### config.mk
export PLATFORM = sky130hd
export DESIGN_NAME = incremental_pid_rate_controller
export DESIGN_NICKNAME = d
export VERILOG_FILES = /design/src/hw/rtl/ipidr_pkg.sv /design/src/hw/rtl/incremental_pid_rate_controller.sv /design/src/hw/rtl/ipidr_div.sv /design/src/hw/rtl/ipidr_mul.sv
export SDC_FILE = /design/constraint.sdc
export NUM_CORES = 2
export LEC_CHECK = 0
export BUFFER_PORTS_ARGS = -buffer_cell sky130_fd_sc_hd__buf_2
export CAP_MARGIN = 10
export CORE_ASPECT_RATIO = 0.5
export CORE_MARGIN = 2
export CORE_UTILIZATION = 25
export CTS_CLUSTER_DIAMETER = 200
export CTS_CLUSTER_SIZE = 28
export DETAILED_ROUTE_END_ITERATION = 6
export GPL_ROUTABILITY_DRIVEN = 0
export SETUP_SLACK_MARGIN = 0.02
export SLEW_MARGIN = 20
export SYNTH_ARGS = -nofsm -noshare
export SYNTH_HDL_FRONTEND = slang
export SYNTH_HIERARCHICAL = 1
export SYNTH_SLANG_ARGS = --single-unit
### constraint.sdc
create_clock -name clk_i -period 21.7 [get_ports clk_i]
set_input_delay 2.17 -clock clk_i [delete_from_list [all_inputs] [get_ports clk_i]]
set_output_delay 2.17 -clock clk_i [all_outputs]
set_load 0.02 [all_outputs]
### src/hw/rtl/ipidr_pkg.sv
package ipidr_pkg;

  localparam int unsigned GAIN_W   = 31;
  localparam int unsigned DATA_W   = 32;
  localparam int unsigned TS_W     = 16;
  localparam int unsigned DRIVE_W  = 26;
  localparam int unsigned HOLD_W   = 3;
  localparam int unsigned COEF_W   = 49;
  localparam int unsigned SUM_W    = 82;
  localparam int unsigned MUL_A_W  = 33;
  localparam int unsigned MUL_B_W  = 32;
  localparam int unsigned MUL_P_W  = MUL_A_W + MUL_B_W;
  localparam int unsigned ADDR_W   = 5;

  localparam int unsigned HOLD_STEPS_DEF = 7;

  localparam logic [DRIVE_W-1:0] DRIVE_MAX = DRIVE_W'(58982400);
  localparam logic [DRIVE_W-1:0] HALF_Q16  = DRIVE_W'(32768);
  localparam logic [SUM_W-1:0]   SUM_LIMIT = {40'd0, DRIVE_MAX, 16'd0};

  typedef enum logic [2:0] {
    REG_GAIN_P    = 3'd0,
    REG_GAIN_I    = 3'd1,
    REG_GAIN_D    = 3'd2,
    REG_MODE      = 3'd3,
    REG_TARGET_LR = 3'd4,
    REG_TARGET_DR = 3'd5
  } reg_idx_e;

  typedef enum logic [2:0] {
    ST_IDLE,
    ST_DIV,
    ST_MUL,
    ST_CLAMP,
    ST_OUT
  } state_e;

  typedef enum logic [2:0] {
    MS_KI_TS,
    MS_A_E0,
    MS_C_E2,
    MS_BLO_E1,
    MS_BHI_E1,
    MS_FOLD
  } mstep_e;

endpackage

### src/hw/rtl/incremental_pid_rate_controller.sv
// Start items: the result is loaded into the output register once that register is free,
// and the next item can be accepted after that load.
// Update items: the result passes through the 31-step radix-2 divider, a check that it
// has finished, six shared-multiplier steps, the clamp and the output load; the next
// item is accepted only after the output load.
// Async reset (rst_ni low) clears registers, error history, output valid and hold count.
module incremental_pid_rate_controller #(
  parameter int unsigned HOLD_STEPS = ipidr_pkg::HOLD_STEPS_DEF
) (
  input  logic                         clk_i,
  input  logic                         rst_ni,
  // tdata: load_rate[31:0], displacement_rate[63:32], interval_ms[79:64].
  input  logic [79:0]                  s_axis_tdata,
  // tuser: op.
  input  logic                         s_axis_tuser,
  input  logic                         s_axis_tvalid,
  output logic                         s_axis_tready,
  // tdata: drive[25:0], zero above.
  output logic [31:0]                  m_axis_tdata,
  output logic                         m_axis_tvalid,
  input  logic                         m_axis_tready,
  input  logic                         psel,
  input  logic                         penable,
  input  logic                         pwrite,
  input  logic [ipidr_pkg::ADDR_W-1:0] paddr,
  input  logic [31:0]                  pwdata,
  output logic [31:0]                  prdata,
  output logic                         pready
);
  import ipidr_pkg::*;

  logic [GAIN_W-1:0]        gain_p_q, gain_i_q, gain_d_q;
  logic                     mode_q;
  logic signed [DATA_W-1:0] tgt_lr_q, tgt_dr_q;
  reg_idx_e                 reg_idx;
  logic                     cfg_wr;

  state_e                   state_q, state_d;
  mstep_e                   step_q, step_d;
  logic signed [DATA_W-1:0] e0_q, e0_d, hist0_q, hist0_d, hist1_q, hist1_d;
  logic [DRIVE_W-1:0]       acc_q, acc_d;
  logic [HOLD_W-1:0]        hold_q, hold_d;
  logic [TS_W-1:0]          ts_q, ts_d;
  logic signed [COEF_W-1:0] b_q, b_d;
  logic signed [SUM_W-1:0]  sum_q, sum_d;
  logic                     mvalid_q, mvalid_d;
  logic [DRIVE_W-1:0]       drive_q, drive_d;

  logic                     accept;
  logic [TS_W-1:0]          ts_in;
  logic signed [DATA_W:0]   diff;
  logic signed [DATA_W-1:0] err_in;
  logic                     div_start, div_done;
  logic [GAIN_W-1:0]        quot;
  logic [TS_W-1:0]          rem;
  logic [DATA_W-1:0]        coef_a, coef_c2;
  logic signed [MUL_A_W-1:0] mul_a;
  logic signed [MUL_B_W-1:0] mul_b;
  logic signed [MUL_P_W-1:0] prod;
  logic signed [SUM_W-1:0]  addend;

  assign reg_idx = reg_idx_e'(paddr[ADDR_W-1:2]);
  assign cfg_wr  = psel && penable && pwrite;
  assign pready  = 1'b1;

  always_comb begin
    case (reg_idx)
      REG_GAIN_P:    prdata = {1'b0, gain_p_q};
      REG_GAIN_I:    prdata = {1'b0, gain_i_q};
      REG_GAIN_D:    prdata = {1'b0, gain_d_q};
      REG_MODE:      prdata = {31'd0, mode_q};
      REG_TARGET_LR: prdata = tgt_lr_q;
      REG_TARGET_DR: prdata = tgt_dr_q;
      default:       prdata = '0;
    endcase
  end

  always_ff @(posedge clk_i or negedge rst_ni) begin
    if (!rst_ni) begin
      gain_p_q <= '0;
      gain_i_q <= '0;
      gain_d_q <= '0;
      mode_q   <= 1'b0;
      tgt_lr_q <= '0;
      tgt_dr_q <= '0;
    end else if (cfg_wr) begin
      case (reg_idx)
        REG_GAIN_P:    gain_p_q <= pwdata[GAIN_W-1:0];
        REG_GAIN_I:    gain_i_q <= pwdata[GAIN_W-1:0];
        REG_GAIN_D:    gain_d_q <= pwdata[GAIN_W-1:0];
        REG_MODE:      mode_q   <= pwdata[0];
        REG_TARGET_LR: tgt_lr_q <= pwdata;
        REG_TARGET_DR: tgt_dr_q <= pwdata;
        default:       ;
      endcase
    end
  end

  assign s_axis_tready = (state_q == ST_IDLE);
  assign accept        = s_axis_tvalid && s_axis_tready;
  assign ts_in         = (s_axis_tdata[79:64] == '0) ? TS_W'(1) : s_axis_tdata[79:64];
  assign diff          = mode_q
                         ? ({tgt_dr_q[DATA_W-1], tgt_dr_q}
                            - {s_axis_tdata[63], s_axis_tdata[63:32]})
                         : ({tgt_lr_q[DATA_W-1], tgt_lr_q}
                            - {s_axis_tdata[31], s_axis_tdata[31:0]});
  assign err_in        = (diff[DATA_W] == diff[DATA_W-1]) ? diff[DATA_W-1:0]
                         : {diff[DATA_W], {(DATA_W-1){~diff[DATA_W]}}};
  assign div_start     = accept && !s_axis_tuser;

  ipidr_div u_div (
    .clk_i      (clk_i),
    .rst_ni     (rst_ni),
    .start_i    (div_start),
    .dividend_i (gain_d_q),
    .divisor_i  (ts_in),
    .done_o     (div_done),
    .quot_o     (quot),
    .rem_o      (rem)
  );

  // The doubled-gain quotient follows from one division: 2q plus one when 2r >= Ts.
  assign coef_a  = {1'b0, gain_p_q} + {1'b0, quot};
  assign coef_c2 = {quot, 1'b0} + DATA_W'({rem, 1'b0} >= {1'b0, ts_q});

  always_comb begin
    case (step_q)
      MS_KI_TS: begin
        mul_a = {2'b00, gain_i_q};
        mul_b = {16'd0, ts_q};
      end
      MS_A_E0: begin
        mul_a = {1'b0, coef_a};
        mul_b = e0_q;
      end
      MS_C_E2: begin
        mul_a = {2'b00, quot};
        mul_b = hist1_q;
      end
      MS_BLO_E1: begin
        mul_a = {1'b0, b_q[31:0]};
        mul_b = hist0_q;
      end
      MS_BHI_E1: begin
        mul_a = {{(MUL_A_W-(COEF_W-32)){b_q[COEF_W-1]}}, b_q[COEF_W-1:32]};
        mul_b = hist0_q;
      end
      default: begin
        mul_a = '0;
        mul_b = '0;
      end
    endcase
  end

  ipidr_mul u_mul (
    .clk_i  (clk_i),
    .a_i    (mul_a),
    .b_i    (mul_b),
    .prod_o (prod)
  );

  always_comb begin
    if (step_q == MS_FOLD) begin
      addend = {{(SUM_W-COEF_W-32){prod[COEF_W-1]}}, prod[COEF_W-1:0], 32'd0};
    end else begin
      addend = {{(SUM_W-MUL_P_W){prod[MUL_P_W-1]}}, prod};
    end
  end

  always_comb begin
    state_d  = state_q;
    step_d   = step_q;
    e0_d     = e0_q;
    hist0_d  = hist0_q;
    hist1_d  = hist1_q;
    acc_d    = acc_q;
    hold_d   = hold_q;
    ts_d     = ts_q;
    b_d      = b_q;
    sum_d    = sum_q;
    mvalid_d = mvalid_q && !m_axis_tready;
    drive_d  = drive_q;
    case (state_q)
      ST_IDLE: begin
        if (accept) begin
          if (s_axis_tuser) begin
            hist0_d = '0;
            hist1_d = '0;
            hold_d  = HOLD_W'(HOLD_STEPS - 1);
            acc_d   = HALF_Q16;
            state_d = ST_OUT;
          end else begin
            e0_d    = err_in;
            ts_d    = ts_in;
            sum_d   = {{(SUM_W-DRIVE_W-16){1'b0}}, acc_q, 16'd0};
            state_d = ST_DIV;
          end
        end
      end
      ST_DIV: begin
        if (div_done) begin
          step_d  = MS_KI_TS;
          state_d = ST_MUL;
        end
      end
      ST_MUL: begin
        case (step_q)
          MS_KI_TS: step_d = MS_A_E0;
          MS_A_E0: begin
            b_d = $signed({2'b00, prod[COEF_W-3:0]})
                  - $signed({{(COEF_W-GAIN_W){1'b0}}, gain_p_q})
                  - $signed({{(COEF_W-DATA_W){1'b0}}, coef_c2});
            step_d = MS_C_E2;
          end
          MS_C_E2: begin
            sum_d  = sum_q + addend;
            step_d = MS_BLO_E1;
          end
          MS_BLO_E1: begin
            sum_d  = sum_q + addend;
            step_d = MS_BHI_E1;
          end
          MS_BHI_E1: begin
            sum_d  = sum_q + addend;
            step_d = MS_FOLD;
          end
          MS_FOLD: begin
            sum_d   = sum_q + addend;
            state_d = ST_CLAMP;
          end
          default: state_d = ST_IDLE;
        endcase
      end
      ST_CLAMP: begin
        hist1_d = hist0_q;
        hist0_d = e0_q;
        if (sum_q[SUM_W-1]) begin
          acc_d = '0;
        end else if (sum_q >= SUM_LIMIT) begin
          acc_d = DRIVE_MAX;
        end else begin
          acc_d = sum_q[DRIVE_W+15:16];
        end
        if (hold_q != '0) begin
          hold_d = hold_q - 1'b1;
          acc_d  = HALF_Q16;
        end
        state_d = ST_OUT;
      end
      ST_OUT: begin
        if (!mvalid_q || m_axis_tready) begin
          mvalid_d = 1'b1;
          drive_d  = acc_q;
          state_d  = ST_IDLE;
        end
      end
      default: state_d = ST_IDLE;
    endcase
  end

  always_ff @(posedge clk_i or negedge rst_ni) begin
    if (!rst_ni) begin
      state_q  <= ST_IDLE;
      step_q   <= MS_KI_TS;
      hist0_q  <= '0;
      hist1_q  <= '0;
      acc_q    <= '0;
      hold_q   <= '0;
      mvalid_q <= 1'b0;
    end else begin
      state_q  <= state_d;
      step_q   <= step_d;
      hist0_q  <= hist0_d;
      hist1_q  <= hist1_d;
      acc_q    <= acc_d;
      hold_q   <= hold_d;
      mvalid_q <= mvalid_d;
    end
  end

  always_ff @(posedge clk_i) begin
    e0_q    <= e0_d;
    ts_q    <= ts_d;
    b_q     <= b_d;
    sum_q   <= sum_d;
    drive_q <= drive_d;
  end

  assign m_axis_tvalid = mvalid_q;
  assign m_axis_tdata  = {{(32-DRIVE_W){1'b0}}, drive_q};

endmodule

### src/hw/rtl/ipidr_div.sv
module ipidr_div (
  input  logic                          clk_i,
  input  logic                          rst_ni,
  input  logic                          start_i,
  input  logic [ipidr_pkg::GAIN_W-1:0]  dividend_i,
  input  logic [ipidr_pkg::TS_W-1:0]    divisor_i,
  output logic                          done_o,
  output logic [ipidr_pkg::GAIN_W-1:0]  quot_o,
  output logic [ipidr_pkg::TS_W-1:0]    rem_o
);
  import ipidr_pkg::*;

  localparam int unsigned CNT_W = $clog2(GAIN_W);

  logic                busy_q, busy_d;
  logic                done_q, done_d;
  logic [CNT_W-1:0]    cnt_q, cnt_d;
  logic [GAIN_W-1:0]   quot_q, quot_d;
  logic [TS_W-1:0]     rem_q, rem_d;
  logic [TS_W-1:0]     dsr_q, dsr_d;
  logic [TS_W:0]       shifted;
  logic                ge;

  always_comb begin
    shifted = {rem_q, quot_q[GAIN_W-1]};
    ge      = shifted >= {1'b0, dsr_q};
    busy_d  = busy_q;
    done_d  = 1'b0;
    cnt_d   = cnt_q;
    quot_d  = quot_q;
    rem_d   = rem_q;
    dsr_d   = dsr_q;
    if (start_i) begin
      busy_d = 1'b1;
      cnt_d  = '0;
      quot_d = dividend_i;
      rem_d  = '0;
      dsr_d  = divisor_i;
    end else if (busy_q) begin
      quot_d = {quot_q[GAIN_W-2:0], ge};
      rem_d  = ge ? TS_W'(shifted - {1'b0, dsr_q}) : shifted[TS_W-1:0];
      cnt_d  = cnt_q + 1'b1;
      if (cnt_q == CNT_W'(GAIN_W - 1)) begin
        busy_d = 1'b0;
        done_d = 1'b1;
      end
    end
  end

  always_ff @(posedge clk_i or negedge rst_ni) begin
    if (!rst_ni) begin
      busy_q <= 1'b0;
      done_q <= 1'b0;
      cnt_q  <= '0;
    end else begin
      busy_q <= busy_d;
      done_q <= done_d;
      cnt_q  <= cnt_d;
    end
  end

  always_ff @(posedge clk_i) begin
    quot_q <= quot_d;
    rem_q  <= rem_d;
    dsr_q  <= dsr_d;
  end

  assign done_o = done_q;
  assign quot_o = quot_q;
  assign rem_o  = rem_q;

endmodule

### src/hw/rtl/ipidr_mul.sv
module ipidr_mul (
  input  logic                                clk_i,
  input  logic signed [ipidr_pkg::MUL_A_W-1:0] a_i,
  input  logic signed [ipidr_pkg::MUL_B_W-1:0] b_i,
  output logic signed [ipidr_pkg::MUL_P_W-1:0] prod_o
);
  import ipidr_pkg::*;

  logic signed [MUL_P_W-1:0] prod_q;

  always_ff @(posedge clk_i) begin
    prod_q <= MUL_P_W'(a_i) * MUL_P_W'(b_i);
  end

  assign prod_o = prod_q;

endmodule

# --- Word level (Yosys, flattened, before mapping) ---
# Index checks and enable logic that the tools add are counted.
# Widths: inputs -> output; s select.
totals:
  ff_bits: 598
  latchBits: 0
  mem_bits_rw: 0
  rom_bits: 0
  inputBits: 125
  memories: 0
classes:
  add_sub_neg: 10
  n_mul: 1
  div: 0
  magnitude_cmp: 3
  eq_ne: 25
  shifts: 0
  mux: 47
  n_bitwise: 2
  reduce_logical: 35
op_table:
  columns: ["operator", "count"]
  rows:
  - ["$mux 82", 4]
  - ["$pmux 32 s6", 1]
  - ["$pmux 33 s5", 1]
  - ["$pmux 82 s2", 1]
  - ["$mux 26", 5]
  - ["$pmux 32 s2", 2]
  - ["$pmux 32 s4", 1]
  - ["$mux 32", 3]
  - ["$add 82x82->82", 1]
  - ["$ge 82x42->1 const B", 1]
  - ["$sub 32x32->33", 2]
  - ["$mul 33x32->65", 1]
  - ["$mux 31", 2]
  - ["$pmux 26 s2", 1]
  - ["$sub 48x33->49", 1]
  - ["$sub 47x31->48", 1]
  - ["$ge 17x16->1", 2]
  - ["$mux 33", 1]
  - ["$add 31x31->32", 1]
  - ["$add 32x1->32", 1]
  - ["$mux 16", 2]
  - ["$pmux 3 s5", 2]
  - ["$mux 3", 8]
  - ["$eq 3x2->1 const B", 6]
  - ["other kinds (27)", 72]

# --- Logic depth before layout (Yosys ltp) ---
depth:
  word_depth: 5
  mapped_depth: 41

# --- Modules after synthesis ---
# The synthesis kept the hierarchy.
modules_own_cells:
  columns: ["mod", "n_inst", "cells_each", "area_each_um2"]
  rows:
  - ["ipidr_mul", 1, 4025, 38315.5]
  - ["incremental_pid_rate_controller", 1, 3914, 35566.6]
  - ["ipidr_div", 1, 351, 3882.5]

# --- Worst setup path after synthesis ---
# No wires, ideal clock.
synth_timing:
  path_kind: "reg2reg"
  startpoint: "register gain_p_q[0]"
  endpoint: "register u_mul.prod_q[59] (netlist: u_mul/prod_o[59])"
  t_arrival_ps: 9738
  required_ps: 21577
  slack_ps: 11839
  stages_incl_launch_ff: 40
  path_buffers: 1
  path_cell_list: "dfrtp_1 -> ha_1 -> fa_1 -> a21oi_1 -> o21bai_1 -> a2111oi_0 -> o21ai_0 -> a21oi_1 -> o21ai_0 -> o21ai_0 -> o41ai_1 -> xnor2_1 -> o221ai_1 -> clkbuf_1 -> nand2_1 -> fa_1 -> inv_1 -> fa_1 -> [4 not listed] -> fa_1 -> fa_1 -> fa_1 -> inv_1 -> fa_1 -> inv_1 -> ha_1 -> a21o_1 -> a21o_1 -> a21oi_1 -> o21ai_0 -> a21oi_1 -> o21a_1 -> o21ai_1 -> a211o_1 -> a41oi_2 -> o21ai_1 -> xor2_1"
synth_between:
  elab_chain_len: 3
synth_rtl:
  columns: ["element", "line", "source"]
  rows:
  - ["from (decl)", "incremental_pid_rate_controller.sv:32", "logic [GAIN_W-1:0] gain_p_q, gain_i_q, gain_d_q;"]
  - ["from (signal assigned)", "incremental_pid_rate_controller.sv:88", "REG_GAIN_P: gain_p_q <= pwdata[GAIN_W-1:0];"]
  - ["$add 31x31->32", "incremental_pid_rate_controller.sv:123", "assign coef_a = {1'b0, gain_p_q} + {1'b0, quot};"]
  - ["$pmux 33 s5", "incremental_pid_rate_controller.sv:127", "case (step_q)"]
  - ["named net mul_a[30]", "incremental_pid_rate_controller.sv:57", "logic signed [MUL_A_W-1:0] mul_a;"]
  - ["$mul 33x32->65", "ipidr_mul.sv:12", "prod_q <= MUL_P_W'(a_i) * MUL_P_W'(b_i);"]
  - ["to (signal assigned)", "ipidr_mul.sv:12", null]
  - ["to (decl)", "ipidr_mul.sv:9", "logic signed [MUL_P_W-1:0] prod_q;"]
# The timed path passes the listed nets, and every way through them passes these cells.
# A chain may end at the register's enable or synchronous reset.

# --- Final worst setup path ---
layout_timing:
  startpoint: "register gain_p_q[0]"
  endpoint: "register u_mul.prod_q[58] (netlist: u_mul/prod_o[58])"
# The elaborated chain is that of the path after synthesis.

==> flow_summary.json <==
{
  "status": "finished, final reports clean",
  "grt_max_degree": 147,
  "insertion_delay_ps": 670,
  "top_count_cell_post_synth": "inv_1",
  "cts.path.max_buffers": 3,
  "core.rowCount": 144,
  "drt_iter0_drc": 4823,
  "setup_total_negative_slack_ps": 0,
  "post-cts-setup-buffers": 0,
  "area_growth_pct": 8.35,
  "yosys.area.top_type_share_pct": 28.8,
  "cell_types_with_the_largest_area_share_after_synthesis": "fa_1, edfxtp_1, dfrtp_1, ha_1, inv_1",
  "via_count_of_the_first_global_routing_pass": 61541,
  "globalRouteOverflowTotal": 0,
  "wl_mm": 240,
  "yosys-top-cells-count": "inv_1, fa_1, nand2_1",
  "critPathSlowestCell": "a2111oi_0",
  "number_of_vias_in_the_routed_layout": 59977,
  "yosys_warns": 6,
  "synth.yosys.seq_area_share_pct": 20.3,
  "hold_path_depth": 0,
  "cts_root_buffer": "clkbuf_16",
  "holdBufCountCts": 0,
  "tritoncts.num_buffers": 25,
  "portBuffers": 182,
  "die-height_microns": 398,
  "worst_r2r_startpoint": "gain_p_q[0]$_DFFE_PN0P_",
  "register_to_register_setup_slack_ps": 9840,
  "setup_repair_after_global_routing_missed_its_margin": "false",
  "synth_cell_type_count": 108,
  "num_io_pins": 192,
  "initial_utilization_pct": 25.2,
  "number_of_flops_mapped_to_enable_cells_by_yosys": 252,
  "clock_sinks": 598,
  "path_common_cell": "fa_1",
  "synthArstFlopShare_pct": 44.3,
  "design.die.area_sq_um": 316000,
  "achievable-frequency_mhz": 84.3,
  "dp_hpwl_mm": 190,
  "area_leader_netlist": "fa_1",
  "timing_max_transition_violations_final": 0,
  "cts_resized": 0,
  "ctsHtreeMaxLevel": 1,
  "timing.rr.end": "u_mul/prod_o[58]$_DFF_P_",
  "critical_path_peak_fanout": 32,
  "number_of_vias_per_cell": 4.86,
  "max-slew-margin-rel_pct": 24.1,
  "final_period_utilization_pct": 54.7,
  "cts_tree": "built",
  "worst_hold_path_type": "reg2reg",
  "netlist_area_sq_um": 77800,
  "tightest_slew_ps": 1140,
  "synthCells": 8290,
  "clk_pin_slew_worst_paths_ps": 130,
  "min_to": "drive_q[15]$_DFFE_PP_",
  "report.final.hold_viol_count": 0,
  "die_width_microns": 793,
  "drc": 0,
  "timing.clock.skew_ps": 42.2,
  "grt_first_pass_wirelength_mm": 373,
  "worstSetupStartpointType": "flop",
  "cp-end-kind": "flop",
  "reg2reg_depth": 33,
  "worst-setup-path-type": "reg2reg",
  "final_layout_size_suffix_gt1_share_pct": 8.57,
  "crit_path_max_incr_delay_ps": 640,
  "antenna_found_initial": 14,
  "synth-seq-cells": 598,
  "num-fill-cells": 32973,
  "finalNetCount": 9868,
  "most_used_flip_flop_cell_after_synthesis": "dfrtp_1",
  "drt_first_pass_iters": 5,
  "cp_data_arrival_time_ps": 12350,
  "wl_per_cell_microns": 19.4,
  "total_routing_resource_utilization_after_global_routing_pct": 15.0,
  "placeableCoreArea_sq_um": 309000,
  "hp-start": "acc_q[15]$_DFFE_PN0P_",
  "shortest_period_the_worst_path_allows_ps": 11860,
  "drtAntennaViolNets": 0,
  "synthesis.area_per_instance_sq_um": 9.38,
  "required_time_reported_for_the_critical_path_endpoint_ps": 22190,
  "timing.final.setup_violations": 0,
  "drv_cap": 0
}
-- worst max path at each step --
stage	startpoint	endpoint	depth (start not counted)
6_report	gain_p_q[0]$_DFFE_PN0P_	u_mul/prod_o[58]$_DFF_P_	33
5_1_grt	gain_p_q[0]$_DFFE_PN0P_	u_mul/prod_o[61]$_DFF_P_	35
4_1_cts	gain_p_q[0]$_DFFE_PN0P_	u_mul/prod_o[57]$_DFF_P_	38
3_5_place_dp	gain_p_q[0]$_DFFE_PN0P_	u_mul/prod_o[57]$_DFF_P_	38
3_3_place_gp	gain_p_q[0]$_DFFE_PN0P_	u_mul/prod_o[57]$_DFF_P_	38
2_1_floorplan	gain_p_q[0]$_DFFE_PN0P_	u_mul/prod_o[59]$_DFF_P_	39
-- flip-flops by register name (all words and copies together), names as in the netlist, 26 cells and up --
name,count
drive_q,26
b_q,49
e0_q,32
tgt_dr_q,32
u_div/quot_o,31
sum_q,82
hist1_q,32
gain_p_q,31
tgt_lr_q,32
u_mul/prod_o,65
acc_q,26
gain_i_q,31
hist0_q,32
gain_d_q,31
-- kinds of logic after synthesis --
family,after synthesis,synth area share [%]
muxes,289,4.32
xor gates and xnor gates,315,3.55
adders and majority gates,1588,36.3
AOI/OAI and AO/OA,1518,12.9
DFF,598,20.3
buffers and inverters,1692,8.24
other,2,0.00966
and+or+nand+nor,2288,14.3
-- cell usage in the layout, fill, tap and decap left out, drive strengths merged, types with 98 or more instances in the layout --
cell type,instances
a21o,202
a21oi,386
and2,579
buf,289
dfrtp,265
edfxtp,252
fa,1119
ha,460
inv,1247
mux2,216
nand2,915
nor2,327
o21ai,324
xnor2,217
xor2,98
-- through the flow --
stage	instances	hold WS (ps)	area, sq um	util [%]	setup slack [ps]
after floorplan	8295	443	77800	-	11840
after global placement	12298	466	83500	27.0	10070
after detailed placement	12298	462	83500	27.0	10140
after CTS	12342	487	84200	27.3	9990
after global routing	12343	524	84300	27.3	9310
final	12345	488	84300	27.3	9840
-- cell type report --
class	count	area, sq um	share of cell area, %
Tap cell	4161	5210	6.18
Sequential cell	598	15800	18.8
Multi-Input combinational cell	6005	56100	66.5
Timing Repair Buffer	289	1740	2.06
Inverter	1245	4670	5.55
Clock buffer	42	689	0.818
Clock inverter	2	40.0	0.0475
Antenna cell	3	7.51	0.00891
-- metal layers --
metal	up-vias	global-route usage, %	part of all wire (%)
met5	-	0	0.013
met4	6	4.59	3.5
met3	323	2.23	7.2
met2	2008	24.7	46
met1	30832	20.5	43
li1	26808	-	-
-- critical path, delay by kind of cell (launching register included) --
kind	cells	cell delay (ps)
DFF	1	490
and+or+nand+nor	2	530
adders and majority gates	11	5150
xor gates and xnor gates	2	800
AOI/OAI and AO/OA	15	3940
buffers and inverters	3	700
Power is left out: the tool's default activity adds up to more than one toggle a clock period on the data nets, which glitch-free logic cannot reach.
